<file path="config.mk">
export PLATFORM = sky130hd
export DESIGN_NAME = square_crop_scale_morton_tile_top
export DESIGN_NICKNAME = d
export VERILOG_FILES = /design/src/scsmt_pkg.sv /design/src/scsmt_ctrl.sv /design/src/scsmt_dp.sv /design/src/square_crop_scale_morton_tile_top.sv
export SDC_FILE = /design/constraint.sdc
export NUM_CORES = 2
export LEC_CHECK = 0
export ABC_AREA = 1
export BUFFER_PORTS_ARGS = -buffer_cell sky130_fd_sc_hd__buf_4
export CAP_MARGIN = 20
export CORE_ASPECT_RATIO = 1.25
export CORE_MARGIN = 2
export CORE_UTILIZATION = 30
export CTS_CLUSTER_DIAMETER = 200
export DETAILED_ROUTE_END_ITERATION = 10
export GPL_ROUTABILITY_DRIVEN = 0
export HOLD_SLACK_MARGIN = 0.03
export PLACE_DENSITY_LB_ADDON = 0.2
export SYNTH_ARGS = -nofsm -noshare
export SYNTH_HDL_FRONTEND = slang
export SYNTH_SLANG_ARGS = --single-unit
export TNS_END_PERCENT = 100
</file>
<file path="constraint.sdc">
create_clock -name clk -period 12.3 [get_ports clk]
set_input_delay 0.615 -clock clk [delete_from_list [all_inputs] [get_ports clk]]
set_output_delay 0.615 -clock clk [all_outputs]
set_load 0.02 [all_outputs]
</file>
<file path="src/scsmt_pkg.sv">
`timescale 1ns / 1ps

package scsmt_pkg;

	localparam int ICON_SIDE = 128;
	localparam int COORD_W   = $clog2(ICON_SIDE);
	localparam int OUT_W     = COORD_W + 1;
	localparam int FRAC      = COORD_W;
	localparam int TILE_W    = 3;
	localparam int IDX_W     = 2 * COORD_W;

	localparam int DIM_W     = 13;
	localparam int POS_W     = 12;
	localparam int MAX_DIM   = 4096;
	localparam int MIN_SIDE  = (ICON_SIDE + 7) / 8;
	localparam int DIM_RESET = 128;

	// upscale is bounded, so one axis never yields more than this many outputs
	localparam int RUN_MAX   = ICON_SIDE / MIN_SIDE;
	localparam int RUN_W     = $clog2(RUN_MAX + 1);
	localparam int K_W       = $clog2(RUN_MAX);
	localparam int ACC_W     = $clog2((ICON_SIDE + RUN_MAX) * MAX_DIM + 1);

	localparam int IN_W      = 24;
	localparam int RGB_W     = 16;
	localparam int TDATA_W   = 32;

	localparam int CFG_IDX_W = 1;
	localparam logic [CFG_IDX_W-1:0] CFG_SRC_WIDTH  = 1'b0;
	localparam logic [CFG_IDX_W-1:0] CFG_SRC_HEIGHT = 1'b1;

	typedef enum logic [1:0] {
		ST_IDLE,
		ST_RECALC,
		ST_CALC,
		ST_EMIT
	} scsmt_state_t;

	typedef struct packed {
		logic take;
		logic recalc;
		logic calc;
		logic emit;
	} scsmt_cmd_t;

	typedef struct packed {
		logic stale;
		logic recalc_done;
		logic emit_any;
		logic emit_last;
		logic out_free;
	} scsmt_sts_t;

	// 8x8 tiles in raster order, Morton order inside a tile (x on even bits)
	function automatic logic [IDX_W-1:0] tile_index(input logic [COORD_W-1:0] x,
		input logic [COORD_W-1:0] y);
		return {y[COORD_W-1:TILE_W], x[COORD_W-1:TILE_W],
			y[2], x[2], y[1], x[1], y[0], x[0]};
	endfunction

	function automatic logic [RGB_W-1:0] to_rgb565(input logic [7:0] r, input logic [7:0] g,
		input logic [7:0] b);
		return {r[7:3], g[7:2], b[7:3]};
	endfunction

endpackage

</file>
<file path="src/scsmt_ctrl.sv">
`timescale 1ns / 1ps

module scsmt_ctrl (
	input  logic                  clk,
	input  logic                  arst_n,
	input  logic                  s_tvalid,
	output logic                  s_tready,
	input  scsmt_pkg::scsmt_sts_t sts,
	output scsmt_pkg::scsmt_cmd_t cmd
);

	scsmt_pkg::scsmt_state_t state_q, state_nxt;

	always_ff @(posedge clk or negedge arst_n) begin
		if (!arst_n) begin
			state_q <= scsmt_pkg::ST_IDLE;
		end else begin
			state_q <= state_nxt;
		end
	end

	always_comb begin
		state_nxt = state_q;
		unique case (state_q)
			scsmt_pkg::ST_IDLE: begin
				if (sts.stale) begin
					state_nxt = scsmt_pkg::ST_RECALC;
				end else if (s_tvalid) begin
					state_nxt = scsmt_pkg::ST_CALC;
				end
			end
			scsmt_pkg::ST_RECALC: begin
				if (sts.recalc_done) begin
					state_nxt = scsmt_pkg::ST_IDLE;
				end
			end
			scsmt_pkg::ST_CALC: begin
				if (sts.emit_any) begin
					state_nxt = scsmt_pkg::ST_EMIT;
				end else begin
					state_nxt = scsmt_pkg::ST_IDLE;
				end
			end
			scsmt_pkg::ST_EMIT: begin
				if (sts.out_free && sts.emit_last) begin
					state_nxt = scsmt_pkg::ST_IDLE;
				end
			end
			default: state_nxt = scsmt_pkg::ST_IDLE;
		endcase
	end

	always_comb begin
		s_tready   = 1'b0;
		cmd        = '0;
		unique case (state_q)
			scsmt_pkg::ST_IDLE: begin
				s_tready = !sts.stale;
				cmd.take = !sts.stale && s_tvalid;
			end
			scsmt_pkg::ST_RECALC: cmd.recalc = 1'b1;
			scsmt_pkg::ST_CALC:   cmd.calc   = 1'b1;
			scsmt_pkg::ST_EMIT:   cmd.emit   = sts.out_free;
			default: begin
				s_tready = 1'b0;
			end
		endcase
	end

endmodule

</file>
<file path="src/scsmt_dp.sv">
`timescale 1ns / 1ps

module scsmt_dp (
	input  logic                                 clk,
	input  logic                                 arst_n,
	input  logic                                 cfg_we,
	input  logic [scsmt_pkg::CFG_IDX_W-1:0]      cfg_index,
	input  logic [scsmt_pkg::DIM_W-1:0]          cfg_data,
	input  logic [scsmt_pkg::IN_W-1:0]           in_rgb,
	input  logic                                 in_first,
	input  logic                                 out_ready,
	output logic                                 out_valid,
	output logic [scsmt_pkg::IDX_W-1:0]          out_idx,
	output logic [scsmt_pkg::RGB_W-1:0]          out_rgb,
	output logic                                 out_last,
	input  scsmt_pkg::scsmt_cmd_t                cmd,
	output scsmt_pkg::scsmt_sts_t                sts
);

	localparam int DW = scsmt_pkg::DIM_W;
	localparam int PW = scsmt_pkg::POS_W;
	localparam int AW = scsmt_pkg::ACC_W;
	localparam int OW = scsmt_pkg::OUT_W;
	localparam int RW = scsmt_pkg::RUN_W;
	localparam int KW = scsmt_pkg::K_W;
	localparam int RM = scsmt_pkg::RUN_MAX;
	localparam int FR = scsmt_pkg::FRAC;
	localparam int CW = scsmt_pkg::COORD_W;

	// configuration
	logic [DW-1:0] width_q, height_q;
	logic [DW-1:0] w_c, h_c, side;

	// scan position and first output row/column of the next source pixel
	logic [PW-1:0] col_q, row_q;
	logic [OW-1:0] cx_q, ry_q;
	logic [AW-1:0] cxa_q, rya_q;
	logic          stale_q;

	// accepted pixel
	logic [scsmt_pkg::RGB_W-1:0] rgb_s1;
	logic [PW-1:0] sx_s1, sy_s1;
	logic [OW-1:0] xs_s1, ys_s1;
	logic [AW-1:0] xa_s1, ya_s1;

	// replication counters
	logic [RW-1:0] nx_q, ny_q;
	logic [KW-1:0] kx_q, ky_q;

	logic          out_valid_q, out_last_q;
	logic [scsmt_pkg::IDX_W-1:0] out_idx_q;
	logic [scsmt_pkg::RGB_W-1:0] out_rgb_q;

	logic          col_wrap, row_wrap;
	logic [AW-1:0] sum_x [RM+1];
	logic [AW-1:0] sum_y [RM+1];
	logic [RM-1:0] hit_x, hit_y;
	logic [RW-1:0] nx, ny;
	logic          run_x, run_y;
	logic [DW-1:0] sx_inc, sy_inc;
	logic          end_col, end_row;
	logic          step_x, step_y;
	logic          kx_end, ky_end;
	logic [OW-1:0] x_cur, y_cur;
	logic          out_free;

	always_comb begin
		if (width_q < DW'(scsmt_pkg::MIN_SIDE)) begin
			w_c = DW'(scsmt_pkg::MIN_SIDE);
		end else if (width_q > DW'(scsmt_pkg::MAX_DIM)) begin
			w_c = DW'(scsmt_pkg::MAX_DIM);
		end else begin
			w_c = width_q;
		end
		if (height_q < DW'(scsmt_pkg::MIN_SIDE)) begin
			h_c = DW'(scsmt_pkg::MIN_SIDE);
		end else if (height_q > DW'(scsmt_pkg::MAX_DIM)) begin
			h_c = DW'(scsmt_pkg::MAX_DIM);
		end else begin
			h_c = height_q;
		end
		side = (w_c < h_c) ? w_c : h_c;
	end

	assign col_wrap = in_first || ({1'b0, col_q} >= w_c);
	assign row_wrap = in_first || ({1'b0, row_q} >= h_c);

	// candidate outputs k = 0..RUN_MAX-1 along each axis, taken as a prefix
	always_comb begin
		for (int k = 0; k <= RM; k++) begin
			sum_x[k] = xa_s1 + AW'(side) * AW'(k);
			sum_y[k] = ya_s1 + AW'(side) * AW'(k);
		end
		for (int k = 0; k < RM; k++) begin
			hit_x[k] = (sum_x[k][AW-1:FR] == (AW-FR)'(sx_s1)) &&
				(({1'b0, xs_s1} + (OW+1)'(k)) < (OW+1)'(scsmt_pkg::ICON_SIDE));
			hit_y[k] = (sum_y[k][AW-1:FR] == (AW-FR)'(sy_s1)) &&
				(({1'b0, ys_s1} + (OW+1)'(k)) < (OW+1)'(scsmt_pkg::ICON_SIDE));
		end
	end

	always_comb begin
		nx    = '0;
		ny    = '0;
		run_x = 1'b1;
		run_y = 1'b1;
		for (int k = 0; k < RM; k++) begin
			if (run_x && hit_x[k]) begin
				nx = nx + RW'(1);
			end else begin
				run_x = 1'b0;
			end
			if (run_y && hit_y[k]) begin
				ny = ny + RW'(1);
			end else begin
				run_y = 1'b0;
			end
		end
	end

	assign sx_inc  = {1'b0, sx_s1} + DW'(1);
	assign sy_inc  = {1'b0, sy_s1} + DW'(1);
	assign end_col = sx_inc >= w_c;
	assign end_row = sy_inc >= h_c;

	// after a geometry change, walk the trackers up to the current position
	assign step_x = (cx_q < OW'(scsmt_pkg::ICON_SIDE)) && (cxa_q < (AW'(col_q) << FR));
	assign step_y = (ry_q < OW'(scsmt_pkg::ICON_SIDE)) && (rya_q < (AW'(row_q) << FR));

	assign kx_end = ({1'b0, kx_q} == nx_q - RW'(1));
	assign ky_end = ({1'b0, ky_q} == ny_q - RW'(1));
	assign x_cur  = xs_s1 + OW'(kx_q);
	assign y_cur  = ys_s1 + OW'(ky_q);

	assign out_free = !out_valid_q || out_ready;

	always_comb begin
		sts.stale       = stale_q;
		sts.recalc_done = !step_x && !step_y;
		sts.emit_any    = ({1'b0, sx_s1} < side) && ({1'b0, sy_s1} < side) &&
			(nx != '0) && (ny != '0);
		sts.emit_last   = kx_end && ky_end;
		sts.out_free    = out_free;
	end

	always_ff @(posedge clk or negedge arst_n) begin
		if (!arst_n) begin
			width_q  <= DW'(scsmt_pkg::DIM_RESET);
			height_q <= DW'(scsmt_pkg::DIM_RESET);
			col_q    <= '0;
			row_q    <= '0;
			cx_q     <= '0;
			ry_q     <= '0;
			cxa_q    <= '0;
			rya_q    <= '0;
			stale_q  <= 1'b0;
		end else if (cfg_we) begin
			if (cfg_index == scsmt_pkg::CFG_SRC_WIDTH) begin
				width_q <= cfg_data;
			end else if (cfg_index == scsmt_pkg::CFG_SRC_HEIGHT) begin
				height_q <= cfg_data;
			end
			cx_q    <= '0;
			ry_q    <= '0;
			cxa_q   <= '0;
			rya_q   <= '0;
			stale_q <= 1'b1;
		end else if (cmd.recalc) begin
			if (step_x) begin
				cx_q  <= cx_q + OW'(1);
				cxa_q <= cxa_q + AW'(side);
			end
			if (step_y) begin
				ry_q  <= ry_q + OW'(1);
				rya_q <= rya_q + AW'(side);
			end
			if (!step_x && !step_y) begin
				stale_q <= 1'b0;
			end
		end else if (cmd.calc) begin
			if (end_col) begin
				col_q <= '0;
				cx_q  <= '0;
				cxa_q <= '0;
				if (end_row) begin
					row_q <= '0;
					ry_q  <= '0;
					rya_q <= '0;
				end else begin
					row_q <= sy_inc[PW-1:0];
					ry_q  <= ys_s1 + OW'(ny);
					rya_q <= sum_y[ny];
				end
			end else begin
				col_q <= sx_inc[PW-1:0];
				cx_q  <= xs_s1 + OW'(nx);
				cxa_q <= sum_x[nx];
				row_q <= sy_s1;
				ry_q  <= ys_s1;
				rya_q <= ya_s1;
			end
		end
	end

	always_ff @(posedge clk) begin
		if (cmd.take) begin
			rgb_s1 <= scsmt_pkg::to_rgb565(in_rgb[7:0], in_rgb[15:8], in_rgb[23:16]);
			sx_s1  <= col_wrap ? '0 : col_q;
			xs_s1  <= col_wrap ? '0 : cx_q;
			xa_s1  <= col_wrap ? '0 : cxa_q;
			sy_s1  <= row_wrap ? '0 : row_q;
			ys_s1  <= row_wrap ? '0 : ry_q;
			ya_s1  <= row_wrap ? '0 : rya_q;
		end
		if (cmd.calc) begin
			nx_q <= nx;
			ny_q <= ny;
			kx_q <= '0;
			ky_q <= '0;
		end else if (cmd.emit) begin
			if (kx_end) begin
				kx_q <= '0;
				ky_q <= ky_q + KW'(1);
			end else begin
				kx_q <= kx_q + KW'(1);
			end
		end
		if (cmd.emit) begin
			out_idx_q  <= scsmt_pkg::tile_index(x_cur[CW-1:0], y_cur[CW-1:0]);
			out_rgb_q  <= rgb_s1;
			out_last_q <= kx_end && ky_end;
		end
	end

	always_ff @(posedge clk or negedge arst_n) begin
		if (!arst_n) begin
			out_valid_q <= 1'b0;
		end else if (cmd.emit) begin
			out_valid_q <= 1'b1;
		end else if (out_ready) begin
			out_valid_q <= 1'b0;
		end
	end

	assign out_valid = out_valid_q;
	assign out_idx   = out_idx_q;
	assign out_rgb   = out_rgb_q;
	assign out_last  = out_last_q;

endmodule

</file>
<file path="src/square_crop_scale_morton_tile_top.sv">
`timescale 1ns / 1ps

// Square crop, nearest-neighbor scale to 128x128 and Morton tiling of an RGB888 pixel
// stream. Pixels arrive in raster order over a src_width x src_height frame; the
// top-left square of side min(width, height) is mapped onto the output grid, and each
// pixel in it yields one item per output pixel that takes it (row-major, 0 to 64 items,
// tlast on the final one) carrying its RGB565 value and its word index in 8x8
// Morton-ordered tiles. Dimensions saturate to 16..4096. tuser marks the first pixel
// of a frame; frames that follow each other need no mark. A pixel is accepted, then
// its range is calculated, then its items follow at one per cycle while the output
// does not stall; the output register lets the next pixel be accepted while the
// last item waits. After any configuration write the row and column trackers are
// rebuilt by stepping once per output coordinate, with s_tready low meanwhile.

module square_crop_scale_morton_tile_top (
	input  logic                                clk,
	input  logic                                arst_n,
	input  logic                                cfg_we,
	input  logic [scsmt_pkg::CFG_IDX_W-1:0]     cfg_index,
	input  logic [scsmt_pkg::DIM_W-1:0]         cfg_data,
	input  logic                                s_tvalid,
	output logic                                s_tready,
	input  logic [scsmt_pkg::IN_W-1:0]          s_tdata,  // red, green, blue
	input  logic                                s_tuser,  // frame_start
	output logic                                m_tvalid,
	input  logic                                m_tready,
	output logic [scsmt_pkg::TDATA_W-1:0]       m_tdata,  // tile_index, pixel_rgb565, pad
	output logic                                m_tlast
);

	scsmt_pkg::scsmt_cmd_t cmd;
	scsmt_pkg::scsmt_sts_t sts;
	logic [scsmt_pkg::IDX_W-1:0] out_idx;
	logic [scsmt_pkg::RGB_W-1:0] out_rgb;

	scsmt_ctrl u_ctrl (
		.clk      (clk),
		.arst_n   (arst_n),
		.s_tvalid (s_tvalid),
		.s_tready (s_tready),
		.sts      (sts),
		.cmd      (cmd)
	);

	scsmt_dp u_dp (
		.clk       (clk),
		.arst_n    (arst_n),
		.cfg_we    (cfg_we),
		.cfg_index (cfg_index),
		.cfg_data  (cfg_data),
		.in_rgb    (s_tdata),
		.in_first  (s_tuser),
		.out_ready (m_tready),
		.out_valid (m_tvalid),
		.out_idx   (out_idx),
		.out_rgb   (out_rgb),
		.out_last  (m_tlast),
		.cmd       (cmd),
		.sts       (sts)
	);

	assign m_tdata = {(scsmt_pkg::TDATA_W - scsmt_pkg::IDX_W - scsmt_pkg::RGB_W)'(0),
		out_rgb, out_idx};

endmodule
</file>
==> results.md <==
- The commonest register cell after synthesis is sky130_fd_sc_hd__edfxtp_1.
- The critical path capture point type is a register.
- The die height is roughly 410 microns.
- The residual antenna-violating net count after detailed routing is 0.
- The via count of the first global-routing pass is roughly 42k.
- TritonCTS built the clock tree.
- The die is ~330 microns wide.
- The share of the synthesized area in compound gates (AO/OA/AOI/OAI) came to 0.126.
- The total vias in the final route is approximately 44k.
- The pin count of the biggest net entering global routing is about 110.
- The global-route usage over all layers is 0.262.
- The clock drives 251 sinks.
- After synthesis, the cell types taking the most area are sky130_fd_sc_hd__nand2_1 (19%), sky130_fd_sc_hd__ha_1 (13%), sky130_fd_sc_hd__edfxtp_1 (10%).
- After synthesis, the mean cell area works out to between 6 and 7 sq um.
- The highest cell delay on the worst timing path is 0.41 ns.
- Of the post-synthesis cell area, the part taken by muxes is 0.
- The arithmetic-cell share of the synthesized area counting full adders, half adders and majority gates is 0.150.
- The layout overhead on the synthesized area is 10.9%.
- The later pin in the worst-skew pair is clocked with a latency of 0.67 ns.
- The first global-routing pass estimated 265000 microns of wire.
- Overall power consumption after layout is estimated at 11.0 mW.
- The async set or reset register ratio after synthesis is 0.438.
- Using the TritonRoute via totals, the vias-per-cell ratio works out to 5.31.
- The relative slew slack is 0.216.
- The checks that failed: design-rule violations.
- STA puts the critical path data required time at 12.79 ns.
- Among all stages on the critical path, the largest delay is contributed by sky130_fd_sc_hd__dfrtp_1.
- The per-cell routed wire length is about 22 microns.
- The combinational family with the most area after synthesis is simple AND/OR/NAND/NOR gates.
- The xor and xnor fraction of the mapped netlist area is 0.0687.
- The worst hold path belongs to the class in2reg.
- The commonest non-fill, non-tap cell in the layout is sky130_fd_sc_hd__nand2_1.
- The count of TritonRoute iterations in the first routing pass is 10.
- After the first detailed-routing iteration, the DRC count stood at around 3.7k.
- The cell taking the most area after synthesis is sky130_fd_sc_hd__nand2_1.
- The fraction of post-synthesis cell area in the top cell type by area is 0.187.
- Setup violations remaining at the end of the flow were counted as 0.
- During I/O placement, the number of pins put on the boundary was 79.
- In the layout the commonest cells are sky130_fd_sc_hd__nand2_1 (1984), sky130_fd_sc_hd__inv_1 (872), sky130_fd_sc_hd__nand3_1 (693), sky130_fd_sc_hd__nor2_1 (533), sky130_fd_sc_hd__a21oi_1 (437).
- The post-route clock period utilization is 0.939.
- The most numerous cell type found on the critical path is sky130_fd_sc_hd__nand2_1.
- The finished layout holds 8370 standard cells, fillers aside.
- At the pin with the least slew margin, the transition time is approximately 1.2 ns.
- The post-route minimum period is 11.56 ns.
- Setup repair after global routing could not meet its margin everywhere.
- The flow ran to the end, but the final reports show violations.
- The worst reg-to-reg setup slack is roughly 0.74 ns.
- The critical path launch point type is a register.
- The leakage power figure is 23.6 nW.
- After routing, the total negative slack on setup checks comes to 0 ns.
- The share of post-route cells with drive strength above 1 is 0.0644.
- The clock slew seen by the registers of the worst setup and hold paths is approximately 0.070 ns.
- The core region is between 100000 and 150000 sq um.
- The critical-path maximum fanout is 7.
- Derived from the worst setup path, the maximum achievable clock frequency is a little under 90 MHz.
- In the final design database the tool counted 7113 nets.
- The worst-case IR drop observed on VDD is approximately 0.15 mV.
- The initial utilization of the core area, before any placement, comes to 0.302.
- Max-cap violations in this run came to 0.
- The Yosys step of the flow raised 0 warnings.
- After detailed placement, the design holds a cell count of 8303.
- Counting flops and latches in the post-synthesis netlist gives about 250.
- Counting flops with a built-in enable in the synthesized netlist gives between 100 and 150.
- The detailed-route DRC error count is 4.
- The share of synthesized area occupied by flip-flops and latches is 0.174.
- The number of standard cells after synthesis is about 6.5k.
- The mapped cell area is 39900 sq um.
- The data arrival time of the critical path is around 12 ns.
- For this run, the share of the core covered by cells in the final layout is 0.335.
- Counting the buffers created by CTS gives 30.
- CTS built an H-tree with a depth of 1.
- The worst setup path category is reg2reg.
- The count of cell types in the netlist is a little under 70.
- Across the routed clock network, the largest skew measured is 0.0371 ns.
- After filler insertion, the fill cell instance count of the layout stands at 14.8k.
- The number of hold violations in the final report is 0.
- The floorplan step defined a die boundary enclosing around 140000 sq um.
- The root buffer cell is sky130_fd_sc_hd__clkbuf_16.
- The power density over the cells is between 200 and 250 nW/um^2.
- Hold timing on the final database bottoms out at a slack of approximately 0.15 ns.
- The site row count is around 150.
- The max-slew violation count is 0.
- The number of I/O port buffers is 68.
- The basic-gate share of the synthesized area counting and, or, nand and nor cells is 0.373.
- The remaining global-route overflow is 0.
- The initial antenna violation count is 5.
- The routed design has 183000 microns of wire.
- Detailed placement ended at an HPWL of about 140000 microns.
- The number of buffers on the longest clock path is 3.
through the flow:
stage	setup WS (ns)	area [sq um]
2_1_floorplan	0.0685	39900
3_3_place_gp	0.315	42900
3_5_place_dp	0.242	42900
4_1_cts	0.197	44100
5_1_grt	-0.223	44300
6_report	0.745	44300
state kept, by name, indices dropped and copies added (netlist names), 8 cells and up:
name and flops:
u_dp.cxa_q 20, u_dp.rya_q 20, u_dp.xa_s1 20, u_dp.ya_s1 20
u_dp.out_rgb 16, u_dp.rgb_s1 16, u_dp.out_idx 14, u_dp.height_q 13
u_dp.width_q 13, u_dp.col_q 12, u_dp.row_q 12, u_dp.sx_s1 12
u_dp.sy_s1 12, u_dp.cx_q 8, u_dp.ry_q 8, u_dp.xs_s1 8
u_dp.ys_s1 8
power by group:
group	internal (mW)	leakage [nW]	switching [mW]
Combinational	2.90	20.3	5.74
Sequential	1.10	2.69	0.161
Clock	0.625	0.554	0.430
Total	4.62	23.6	6.33
worst paths after layout:
path                                 start              end  depth (start not counted)
setup reg to reg           u_dp.width_q[8]     u_dp.cx_q[7]                         75
hold reg to reg             u_dp.rgb_s1[0]  u_dp.out_rgb[0]                          0
hold / removal                 s_tdata[14]   u_dp.rgb_s1[9]                          1
max in group asynchronous           arst_n    u_dp.cxa_q[9]                          3
min in group asynchronous           arst_n     u_dp.ry_q[6]                          2
setup / recovery           u_dp.width_q[8]     u_dp.cx_q[7]                         75
what timing repair did:
action / in CTS / in global routing
setup endpoints to repair: 0 / 51
hold buffers: 1 / 0
endpoints found under the hold margin: 51 / 0
resized for setup: 0 / 40
setup buffers: 0 / 8
cell type report:
type                       count  area, sq um  area share
sequential                   251         6930       0.157
clock inverter                18          283     0.00639
clock buffer                  38          863      0.0195
timing repair buffer         224         1730      0.0391
timing repair inverter         1         7.51    0.000170
inverter                     908         3410      0.0770
antenna                        1         2.50   0.0000565
tap                         1736         2170      0.0491
multi-input combinational   5193        28900       0.652
critical path: cells and delay by family (launching register included):
kind	cells	cell delay, ns
AOI/OAI and AO/OA	17	2.31
buffers and inverters	13	1.07
DFF	1	0.41
adders and majority gates	9	2.57
and+or+nand+nor	34	4.59
xor gates and xnor gates	2	0.42
synthesized netlist by cell type (all sizes together) (2+ instances only):
master	n
a21o	15
xor2	197
dfstp	2
clkinv	15
buf	92
o211ai	11
a211oi	12
or2	44
ha	427
clkbuf	72
dfrtp	108
a31oi	13
nor4	22
dfxtp	6
inv	893
o32ai	5
a21oi	443
o221ai	4
o21a	4
a22oi	5
a21boi	5
nor2	546
o21bai	35
edfxtp	135
nand2	2015
nand3	702
o311ai	2
o31ai	7
a221oi	3
fa	33
xnor2	80
nand3b	37
o22ai	32
nor3	47
and2	11
xnor3	14
o21ai	331
nor2b	2
nand4	80
metal layers:
| metal | track usage | up-vias | wire length (microns) |
|---|---|---|---|
| met5 | 0 | - | 27 |
| met4 | 0.175 | 4 | 14300 |
| met3 | 0.0281 | 519 | 11300 |
| met2 | 0.445 | 1695 | 85300 |
| met1 | 0.310 | 20696 | 72400 |
| li1 | - | 21524 | - |
cell families after synthesis:
logic type,Yosys count
adders and majority gates,460
other,1
and+or+nand+nor,3507
buffers and inverters,1072
xor gates and xnor gates,291
AOI/OAI and AO/OA,933
DFF,251
(Power assumes the default switching activity.)
